File: config.mk
export PLATFORM = sky130hd
export DESIGN_NAME = indexed_insert_remove_list_core
export DESIGN_NICKNAME = d
export VERILOG_FILES = /design/src/sv/iirl_pkg.sv /design/src/sv/iirl_cell.sv /design/src/sv/indexed_insert_remove_list_core.sv
export SDC_FILE = /design/constraint.sdc
export NUM_CORES = 2
export LEC_CHECK = 0
export BUFFER_PORTS_ARGS = -buffer_cell sky130_fd_sc_hd__buf_2
export CAP_MARGIN = 20
export CELL_PAD_IN_SITES_DETAIL_PLACEMENT = 0
export CELL_PAD_IN_SITES_GLOBAL_PLACEMENT = 1
export CORE_MARGIN = 1
export CORE_UTILIZATION = 42
export CTS_BUF_LIST = sky130_fd_sc_hd__clkbuf_16
export DETAILED_ROUTE_END_ITERATION = 6
export HOLD_SLACK_MARGIN = 0.1
export PLACE_DENSITY_LB_ADDON = 0.1
export SLEW_MARGIN = 20
export SYNTH_ARGS = -nofsm -noshare
export SYNTH_HDL_FRONTEND = slang
export SYNTH_SLANG_ARGS = --single-unit
File: constraint.sdc
create_clock -name clk -period 9.1 [get_ports clk]
set_input_delay 1.82 -clock clk [delete_from_list [all_inputs] [get_ports clk]]
set_output_delay 1.82 -clock clk [all_outputs]
set_load 0.01 [all_outputs]
File: src/sv/iirl_pkg.sv
package iirl_pkg;

  // input operation codes
  localparam logic [2:0] MODE_APPEND      = 3'd0;
  localparam logic [2:0] MODE_INSERT      = 3'd1;
  localparam logic [2:0] MODE_REMOVE_LAST = 3'd2;
  localparam logic [2:0] MODE_REMOVE_AT   = 3'd3;
  localparam logic [2:0] MODE_READ        = 3'd4;
  localparam logic [2:0] MODE_WRITE       = 3'd5;

  // result status codes
  localparam logic [1:0] STATUS_OK   = 2'd0;
  localparam logic [1:0] STATUS_BAD  = 2'd1;
  localparam logic [1:0] STATUS_FULL = 2'd2;

  // field widths of a word
  localparam int MODE_BITS   = 3;
  localparam int INDEX_BITS  = 5;
  localparam int HANDLE_W    = 32;
  localparam int COUNT_BITS  = 5;
  localparam int STATUS_BITS = 2;

  // wide enough for any position of the largest list
  localparam int POS_BITS = 8;

  // per-cycle command broadcast along the row of cells
  localparam logic [1:0] CELL_HOLD   = 2'd0;
  localparam logic [1:0] CELL_INSERT = 2'd1;
  localparam logic [1:0] CELL_REMOVE = 2'd2;
  localparam logic [1:0] CELL_WRITE  = 2'd3;

  typedef struct packed {
    logic [1:0]          op;
    logic [POS_BITS-1:0] pos;
  } cell_cmd_t;

endpackage

File: src/sv/iirl_cell.sv
module iirl_cell
  import iirl_pkg::*;
#(
  parameter int POS = 0,
  parameter int W   = 32
) (
  input  logic          clk,
  input  cell_cmd_t     cmd,
  input  logic [W-1:0]  handle,
  input  logic [W-1:0]  below,
  input  logic [W-1:0]  above,
  output logic [W-1:0]  data
);

  localparam logic [POS_BITS-1:0] MY_POS = POS_BITS'(POS);

  always_ff @(posedge clk) begin
    case (cmd.op)
      CELL_INSERT: begin
        // target takes the new handle, cells above it move up one place
        if (MY_POS == cmd.pos) begin
          data <= handle;
        end else if (MY_POS > cmd.pos) begin
          data <= below;
        end
      end
      CELL_REMOVE: begin
        // cells from the target up close the gap
        if (MY_POS >= cmd.pos) begin
          data <= above;
        end
      end
      CELL_WRITE: begin
        if (MY_POS == cmd.pos) begin
          data <= handle;
        end
      end
      default: begin
      end
    endcase
  end

endmodule

File: src/sv/indexed_insert_remove_list_core.sv
// Ordered list of item handles held in a row of CAPACITY cells, one entry per
// cell. Each input word carries one operation (append, insert at index, remove
// last, remove at index, read, write); every cell decodes the broadcast command
// and either holds, loads the new handle, or takes its lower or upper
// neighbor's entry, so an insert or remove shifts the whole tail at once.
// One word is accepted per cycle and its result word appears on the
// output register the next cycle; the only thing that slows the block is the
// consumer holding m_tready low, since a new word is taken only when the output
// register is empty or being drained. Every input word yields exactly one
// result word: the removed or read handle (zero otherwise), the count after
// the operation, and a status (ok, bad index or empty, full). Indexes past the
// end and unused modes report bad index; append or insert on a full list
// reports full; neither changes the list. Entries need no reset: only
// positions below the count are ever read.
module indexed_insert_remove_list_core
  import iirl_pkg::*;
#(
  parameter int CAPACITY    = 16,
  parameter int HANDLE_BITS = 32
) (
  input  logic        clk,
  input  logic        rst,
  input  logic        s_tvalid,
  output logic        s_tready,
  input  logic [39:0] s_tdata,   // mode[2:0], index[7:3], handle[39:8]
  output logic        m_tvalid,
  input  logic        m_tready,
  output logic [39:0] m_tdata    // handle_out[31:0], count[36:32], status[38:37], zero[39]
);

  // stored handle width: input handles are 32 bits, masked to HANDLE_BITS
  localparam int HW   = (HANDLE_BITS < HANDLE_W) ? HANDLE_BITS : HANDLE_W;
  localparam int CW   = $clog2(CAPACITY + 1);
  localparam int IW   = $clog2(CAPACITY);
  localparam int CMPW = (CW > INDEX_BITS) ? CW : INDEX_BITS;
  localparam logic [CW-1:0] CAP_COUNT = CW'(CAPACITY);

  // input word fields
  logic [MODE_BITS-1:0]  mode;
  logic [INDEX_BITS-1:0] index;
  logic [HW-1:0]         handle_in;

  assign mode      = s_tdata[MODE_BITS-1:0];
  assign index     = s_tdata[MODE_BITS+INDEX_BITS-1:MODE_BITS];
  assign handle_in = s_tdata[MODE_BITS+INDEX_BITS+HW-1:MODE_BITS+INDEX_BITS];

  // list length and output register
  logic [CW-1:0]          count;
  logic [CW-1:0]          count_next;
  logic                   out_valid;
  logic [HANDLE_W-1:0]    out_handle;
  logic [COUNT_BITS-1:0]  out_count;
  logic [STATUS_BITS-1:0] out_status;

  logic accept;
  assign s_tready = !out_valid || m_tready;
  assign accept   = s_tvalid && s_tready;

  // row of cells
  logic [HW-1:0] cell_data [CAPACITY];
  cell_cmd_t     cmd;

  // decode
  logic [CMPW-1:0]  idx_ext;
  logic [CMPW-1:0]  n_ext;
  logic [CMPW-1:0]  pos;
  logic [1:0]       op;
  logic [1:0]       status;
  logic             hit;
  logic [HW-1:0]    rd_data;

  assign idx_ext = CMPW'(index);
  assign n_ext   = CMPW'(count);
  assign rd_data = cell_data[pos[IW-1:0]];

  always_comb begin
    pos        = idx_ext;
    op         = CELL_HOLD;
    status     = STATUS_OK;
    hit        = 1'b0;
    count_next = count;
    unique case (mode) inside
      MODE_APPEND, MODE_INSERT: begin
        if (mode == MODE_APPEND) begin
          pos = n_ext;
        end
        if (pos > n_ext) begin
          status = STATUS_BAD;
        end else if (count == CAP_COUNT) begin
          status = STATUS_FULL;
        end else begin
          op         = CELL_INSERT;
          count_next = count + CW'(1);
        end
      end
      MODE_REMOVE_LAST, MODE_REMOVE_AT: begin
        if (mode == MODE_REMOVE_LAST) begin
          pos = n_ext - CMPW'(1);
        end
        // empty list makes every position out of range
        if (count == '0 || pos >= n_ext) begin
          status = STATUS_BAD;
        end else begin
          op         = CELL_REMOVE;
          hit        = 1'b1;
          count_next = count - CW'(1);
        end
      end
      MODE_READ: begin
        if (pos >= n_ext) begin
          status = STATUS_BAD;
        end else begin
          hit = 1'b1;
        end
      end
      MODE_WRITE: begin
        if (pos >= n_ext) begin
          status = STATUS_BAD;
        end else begin
          op = CELL_WRITE;
        end
      end
      default: begin
        status = STATUS_BAD;
      end
    endcase
  end

  // cells only move when a word is actually taken
  assign cmd.op  = accept ? op : CELL_HOLD;
  assign cmd.pos = POS_BITS'(pos);

  for (genvar i = 0; i < CAPACITY; i++) begin : g_cell
    logic [HW-1:0] below;
    logic [HW-1:0] above;
    if (i == 0) begin : g_first
      assign below = '0;
    end else begin : g_mid_lo
      assign below = cell_data[i-1];
    end
    // last cell's upper neighbor is empty space
    if (i == CAPACITY - 1) begin : g_last
      assign above = '0;
    end else begin : g_mid_hi
      assign above = cell_data[i+1];
    end
    iirl_cell #(
      .POS (i),
      .W   (HW)
    ) u_cell (
      .clk    (clk),
      .cmd    (cmd),
      .handle (handle_in),
      .below  (below),
      .above  (above),
      .data   (cell_data[i])
    );
  end

  // list length
  always_ff @(posedge clk) begin
    if (rst) begin
      count <= '0;
    end else if (accept) begin
      count <= count_next;
    end
  end

  // result word register
  always_ff @(posedge clk) begin
    if (rst) begin
      out_valid <= 1'b0;
    end else if (accept) begin
      out_valid <= 1'b1;
    end else if (m_tready) begin
      out_valid <= 1'b0;
    end
  end

  always_ff @(posedge clk) begin
    if (accept) begin
      out_handle <= hit ? HANDLE_W'(rd_data) : '0;
      out_count  <= COUNT_BITS'(count_next);
      out_status <= status;
    end
  end

  assign m_tvalid = out_valid;
  assign m_tdata  = {1'b0, out_status, out_count, out_handle};

endmodule
* After elaboration in Yosys (flattened, before gate mapping)
Index checks and enable logic that the tools add are counted.
** Operators by class
- $add $sub $neg :: 2
- Multiply operators :: 0
- Divide/modulo/power cells :: 0
- Magnitude comparators :: 36
- Eq/ne operators :: 72
- Shift operators :: 0
- Muxes and demuxes :: 108
- Bitwise operators :: 1
- Reduce and logical (&&, ||, !) cells :: 28
** Operators with widths (number)
- two-way mux 32 bit :: 66
- case mux 32 bit (3 select lines) :: 16
- binary-select mux 32 bit (select 4 bit) :: 1
- inequality test 2 x 1 -> 1 bit (second input constant) :: 32
- AND reduction 4 bit :: 16
- inequality test 3 x 1 -> 1 bit (second input constant) :: 16
- equality test 4 x 5 -> 1 bit (first input constant) :: 8
- greater-or-equal comparator 4 x 5 -> 1 bit (first input constant) :: 8
- greater-than comparator 4 x 5 -> 1 bit (first input constant) :: 8
- two-way mux 5 bit :: 7
- equality test 3 x 5 -> 1 bit (first input constant) :: 4
- greater-or-equal comparator 3 x 5 -> 1 bit (first input constant) :: 4
- greater-than comparator 3 x 5 -> 1 bit (first input constant) :: 4
- case mux 5 bit (2 select lines) :: 2
- two-way mux 2 bit :: 6
- case mux 2 bit (3 select lines) :: 2
- equality test 2 x 5 -> 1 bit (first input constant) :: 2
- greater-or-equal comparator 1 x 5 -> 1 bit (first input constant) :: 2
- greater-or-equal comparator 2 x 5 -> 1 bit (first input constant) :: 2
- greater-or-equal comparator 5 bit :: 2
- greater-than comparator 1 x 5 -> 1 bit (first input constant) :: 2
- greater-than comparator 2 x 5 -> 1 bit (first input constant) :: 2
- zero test 8 bit :: 1
- two-way mux 1 bit :: 7
- other kinds (21) :: 27
** Storage, ports and cells
- Register bits after elaboration :: 557
- Latch bits :: 0
- Memory bits (writable) :: 0
- Bits in read-only memories :: 0
- Input bits :: 44
- Output and inout port bits :: 42
- Word-level logic and storage cells :: 268
- Memories kept :: 0

* Logic depth before layout (Yosys ltp)
- Word-level depth :: 11
- Depth in mapped cells :: 16
- Gate-level depth less buffers :: 13

* Hierarchy
Synthesis repeated with hierarchy kept, for this count alone.
** Second synthesis, totals
- Cell total of the unflattened synthesis :: 4250
- Area, all modules :: 43310.3 µm²
** By module, submodules not included
- indexed_insert_remove_list_core :: instances 1, cells an instance 654, area an instance 6720.2 µm², sequential area each 1291.2 µm²
- iirl_cell (g_cell[2].u_cell ...) :: instances 2, cells an instance 227, area an instance 2341.0 µm², sequential area each 960.9 µm²
- iirl_cell (g_cell[5].u_cell) :: instances 1, cells an instance 230, area an instance 2437.3 µm², sequential area each 960.9 µm²
- iirl_cell (g_cell[14].u_cell) :: instances 1, cells an instance 227, area an instance 2367.3 µm², sequential area each 960.9 µm²
- iirl_cell (g_cell[12].u_cell) :: instances 1, cells an instance 227, area an instance 2356.0 µm², sequential area each 960.9 µm²
- iirl_cell (g_cell[10].u_cell) :: instances 1, cells an instance 227, area an instance 2338.5 µm², sequential area each 960.9 µm²
- iirl_cell (g_cell[3].u_cell) :: instances 1, cells an instance 227, area an instance 2333.5 µm², sequential area each 960.9 µm²
- iirl_cell (g_cell[11].u_cell) :: instances 1, cells an instance 227, area an instance 2331.0 µm², sequential area each 960.9 µm²
- iirl_cell (g_cell[0].u_cell) :: instances 1, cells an instance 224, area an instance 2319.7 µm², sequential area each 960.9 µm²
- iirl_cell (g_cell[1].u_cell) :: instances 1, cells an instance 222, area an instance 2313.5 µm², sequential area each 960.9 µm²
- iirl_cell (g_cell[6].u_cell) :: instances 1, cells an instance 229, area an instance 2260.9 µm², sequential area each 960.9 µm²
- iirl_cell (g_cell[13].u_cell) :: instances 1, cells an instance 227, area an instance 2213.4 µm², sequential area each 960.9 µm²
- iirl_cell (g_cell[4].u_cell) :: instances 1, cells an instance 227, area an instance 2204.6 µm², sequential area each 960.9 µm²
- iirl_cell (g_cell[8].u_cell) :: instances 1, cells an instance 227, area an instance 2202.1 µm², sequential area each 960.9 µm²
- 2 more rows

* Least setup slack after synthesis
Ideal clock, no wire load.
- Path type :: input to register
- Start point :: input s_tdata[1]
- End point :: register g_cell[12].u_cell.data[0], enable pin
- Setup time :: 0.470 ns
- Data arrival time :: 7.160 ns
- Required time :: 8.630 ns
- Path slack :: 1.471 ns
- Cell stages on the path :: 12
- Buffers on the path :: 2
- Cell sequence :: buf_2 > buf_1 > nor3_1 > mux2_2 > ha_1 > nor2b_1 > o21a_1 > o21ai_0 > nand3_1 > a31o_2 > a211o_1 > a211oi_1
** On the way
- Longest elaborated chain between the ends :: 11
- Elaborated cells between the ends (all ways) :: 30
- Those cells by class :: 4 x order compare; 11 x eq/ne; 9 x mux; 6 x reduce/logical
** RTL lines
- from (decl) :: RTL line indexed_insert_remove_list_core.sv:25 : input logic [39:0] s_tdata,
- equality test 3 x 2 -> 1 bit :: RTL line indexed_insert_remove_list_core.sv:97 : if (mode == MODE_REMOVE_LAST) begin
- two-way mux 5 bit :: RTL line indexed_insert_remove_list_core.sv:97
- two-way mux 5 bit :: RTL line indexed_insert_remove_list_core.sv:82 : unique case (mode) inside
- greater-or-equal comparator 5 bit :: RTL line indexed_insert_remove_list_core.sv:101 : if (count == '0 || pos >= n_ext) begin
- logical OR 1 bit :: RTL line indexed_insert_remove_list_core.sv:101
- two-way mux 2 bit :: RTL line indexed_insert_remove_list_core.sv:101
- case mux 2 bit (3 select lines) :: RTL line indexed_insert_remove_list_core.sv:82
- two-way mux 2 bit :: RTL line indexed_insert_remove_list_core.sv:130 : assign cmd.op = accept ? op : CELL_HOLD;
- equality test 2 x 1 -> 1 bit or equality test 2 bit (tied branches) :: RTL line iirl_cell.sv:18 : case (cmd.op)
- inequality test 3 x 1 -> 1 bit (no line) (tied with other cells)
- AND reduction 4 bit (no line) (*)
- to (signal assigned) :: RTL line iirl_cell.sv:22 : data <= handle;
- to (signal assigned) :: RTL line iirl_cell.sv:24 : data <= below;
- to (signal assigned) :: RTL line iirl_cell.sv:30 : data <= above;
- to (decl) :: RTL line iirl_cell.sv:12 : output logic [W-1:0] data
Every way passes the cells marked *; elsewhere a longest branch is shown, timed or not. The select of a mux whose other input is x is not followed.
A chain may end at the register's enable or synchronous reset.

* Final worst setup path
- Start point :: input s_tdata[2]
- End point :: register g_cell[10].u_cell.data[5] (data pin)
** On the way
- Longest elaborated chain between the ends :: 10
- Elaborated cells between the ends (all ways) :: 25
- Those cells by class :: 2 x order compare; 8 x eq/ne; 11 x mux; 4 x reduce/logical
** RTL lines (RTL line)
- equality test 3 x 2 -> 1 bit :: indexed_insert_remove_list_core.sv:97
- two-way mux 5 bit :: indexed_insert_remove_list_core.sv:97
- two-way mux 5 bit :: indexed_insert_remove_list_core.sv:82
- greater-or-equal comparator 5 bit :: indexed_insert_remove_list_core.sv:101
- logical OR 1 bit :: indexed_insert_remove_list_core.sv:101
- two-way mux 2 bit :: indexed_insert_remove_list_core.sv:101
- case mux 2 bit (3 select lines) :: indexed_insert_remove_list_core.sv:82
- two-way mux 2 bit :: indexed_insert_remove_list_core.sv:130
- equality test 2 bit or equality test 2 x 1 -> 1 bit (tied branches) :: iirl_cell.sv:18
- case mux 32 bit (3 select lines) (*) :: iirl_cell.sv:18
- to (signal assigned) :: iirl_cell.sv:22
- to (signal assigned) :: iirl_cell.sv:24
- to (signal assigned) :: iirl_cell.sv:30
- to (decl) :: iirl_cell.sv:12
Marks and branches as above.

==> run metrics <==
skew final around 19 ps; WP data required 9410 ps; worst hold start m_tvalid$_SDFFE_PP0P_; largest family of logic cells by synthesized area compound AO/OA/AOI/OAI gates; Yosys warnings 0; Via density approximately 6.8; Final setup viols 0; routability cong. ~0.84; RSZ-0062 raised after global routing no; Fmax achieved approximately 0.16 GHz; compound-cell area share of the yosys netlist 0.2038; hold-fix buffers at CTS 0; Mapped Cells 3220; crit path kind input pin to flip-flop; Worst Hold Class flip-flop to flip-flop; Initial DRC Count between 3000 and 4000; vias in the first global route roughly 28000; io pins 86; synthesized net count about 3300; CTS Buffer Depth 3; Cell Area, Synth 33150 µm²; share of layout cells above drive strength 1 0.09910; Antenna Cells 0; Sink Count about 560; Slew HR 0.2107; largest net degree at the start of global routing 190; clk_lat worst skew approximately 620 ps; peak supply drop roughly 0.00012 V; crit-path cells buf_2 > nor2_1 > nand2_1 > nand2_1 > o21ai_0 > ha_1 > a21o_1 > a31oi_1 > o21ai_0 > o22ai_4 > buf_12 > buf_12 > o22ai_1; reg2reg setup slack 3650 ps; final worst path period share 0.7081; Final TNS setup 0 ps; area grow syn2layout 9.530%; Post-synth top flop edfxtp_1; Die H around 280 µm; number of synthesized flops with an enable pin 551; CTS tree yes; num rows just over 100; max_cap viols 0; residual DRC count 3; CTS root buf clkbuf_16; gr ovfl total 0; post-CTS setup buffer count 0; crit path launch type input pin; die width about 280 µm; Tightest Pin Transition around 1200 ps; max-slew violations 0; origin of the critical flop-to-flop path count[0]$_SDFFE_PP0P_; total power 6230 µW; CP Max Fanout approximately 170; CP endpoint kind flip-flop; Leak around 0.014 µW; Reg2Reg Capture Point g_cell[8].u_cell.data[19]$_DFFE_PP_; violated checks DRC; WL/cell a little over 30 µm; Core Area between 70000 and 80000 µm²; GR Layer Usage met3 0.04944; Hold Vio Cnt, Final 0; Final nets slightly above 3000; Reg2Reg Depth 9; Post-Synth Adder-Cell Area 0.006794; H-tree levels 3; All-Layer GR Usage 0.3047; Die ar. 80060 µm²; clk slew on worst S/H paths approximately 60 ps; hpwl dp 68.37 mm; worst hold stages 2; met1 Use GR 0.4290; #FFs+latches synth about 560; I/O Buffers 84; Seq/Total Area, Yosys 0.5027; Finished Layout Cells just over 4000; status complete, but fails checks; Netlist cell types between 60 and 70; Synth async-reset ratio 0; Num CTS Buffers slightly below 70; Pwr per Cell Area 171.6 nW/µm²; xor/xnor share of the synthesized area 0.002906; M2 GR Usage 0.4711; Initial DRT Pass Iterations 7; Top Usage Layer GRT met2; Post-Synth Simple-Gate Area 0.09892; post-route ant nets 0; post-CTS resize count 0; placed insts 4014; mux cell area share after synthesis 0.1270; Hold Path End m_tvalid$_SDFFE_PP0P_; crit path DAT slightly below 7000 ps; Max stage delay on crit path around 640 ps; first-pass GRT wire length roughly 190 mm; Post-Route WL between 100 and 150 mm; CP max-delay cell nor2_1; Syn Area/Cell approximately 10 µm²; Tmin final approximately 6400 ps; initial core utilization 0.4265; Vias approximately 28000; initial antenna violation count 3; final-layout fill cell count 7219
==> final cells by class <==
type                    count  area (µm²)  share of cell area
flip-flops and latches    557       16670              0.4590
repair buffers            142       918.4             0.02529
clock inverters            52       301.5            0.008305
multi-input cells        2200       15040              0.4142
clock buffers              72        1802             0.04962
well taps                1040        1301             0.03584
inverters                  75       281.5            0.007753
==> sequential cells by signal, summed over array words and instances, names as in the netlist <==
name                flops
g_cell.u_cell.data    512
m_tvalid                1
out_handle             32
out_status              2
out_count               5
count                   5
==> cells in the final DEF (no fill, tap or decap), drive strengths merged, types with 34 or more instances in the layout <==
cell      n
a21oi   313
a222oi   64
a22o     64
a311oi   65
and2     34
and3     37
buf     142
clkbuf   72
edfxtp  551
inv      95
mux2i   416
nand2   301
nand3   147
nor2    149
nor3     38
o22ai   418
==> logic make-up after synthesis <==
family	Yosys count
AOI/OAI and AO/OA	1022
xor gates and xnor gates	11
adders and majority gates	18
buffers and inverters	463
DFF	557
muxes	420
other	1
and+or+nand+nor	728
==> metal layers <==
layer / vias up / wire length (µm)
met5: - / 13
met4: 2 / 4116
met3: 278 / 12320
met2: 1640 / 56520
met1: 14000 / 52170
li1: 12150 / -
==> worst max-delay path by stage <==
stage	cells past startpoint	slack, ps	to	startpoint
after CTS	12	2820	g_cell[1].u_cell.data[12]$_DFFE_PP_	s_tdata[1]
final	13	2660	g_cell[10].u_cell.data[5]$_DFFE_PP_	s_tdata[2]
after floorplan	12	1470	g_cell[12].u_cell.data[0]$_DFFE_PP_	s_tdata[1]
after detailed placement	12	2200	g_cell[9].u_cell.data[23]$_DFFE_PP_	s_tdata[1]
after global placement	12	2310	g_cell[9].u_cell.data[22]$_DFFE_PP_	s_tdata[1]
after global routing	12	2450	g_cell[1].u_cell.data[12]$_DFFE_PP_	s_tdata[1]
==> power breakdown <==
group	internal, µW	switching, µW
Combinational	215	513
Sequential	2840	18.0
Clock	1490	1160
==> worst max-delay path: cells and delay by family <==
family,cells,cell delay [ps]
buf+inv,3,1240
simple gates,3,1150
compound gates,6,1630
fa+ha+maj,1,300
==> metrics by stage <==
step	instance area (µm²)	setup slack [ps]	hold slack, ps	util
6_report	36310	2656	562.1	0.4672
5_1_grt	36310	2447	602.3	0.4672
4_1_cts	36310	2815	568.0	0.4672
3_5_place_dp	34210	2199	556.2	0.4401
3_3_place_gp	34210	2313	522.3	0.4401
2_1_floorplan	33150	1471	526.9	-
==> synth_stat cells, drive strengths merged, types with 11 or more instances <==
cell / count / area, µm²
mux2i: 416 / 4164
nor3: 38 / 206.5
o22ai: 418 / 2615
inv: 74 / 277.8
ha: 18 / 225.2
clkbuf: 263 / 987.2
edfxtp: 551 / 16550
a311oi: 65 / 569.3
a21oi: 313 / 1567
xnor2: 11 / 96.34
a22o: 64 / 560.5
nand3: 147 / 748.2
and3: 37 / 231.5
buf: 125 / 645.6
a221o: 32 / 320.3
and2: 34 / 212.7
nand2: 301 / 1155
a222oi: 64 / 640.6
nor2: 149 / 561.8
o21ai: 25 / 128.9
No activity file was read; power rests on OpenSTA's default activity.
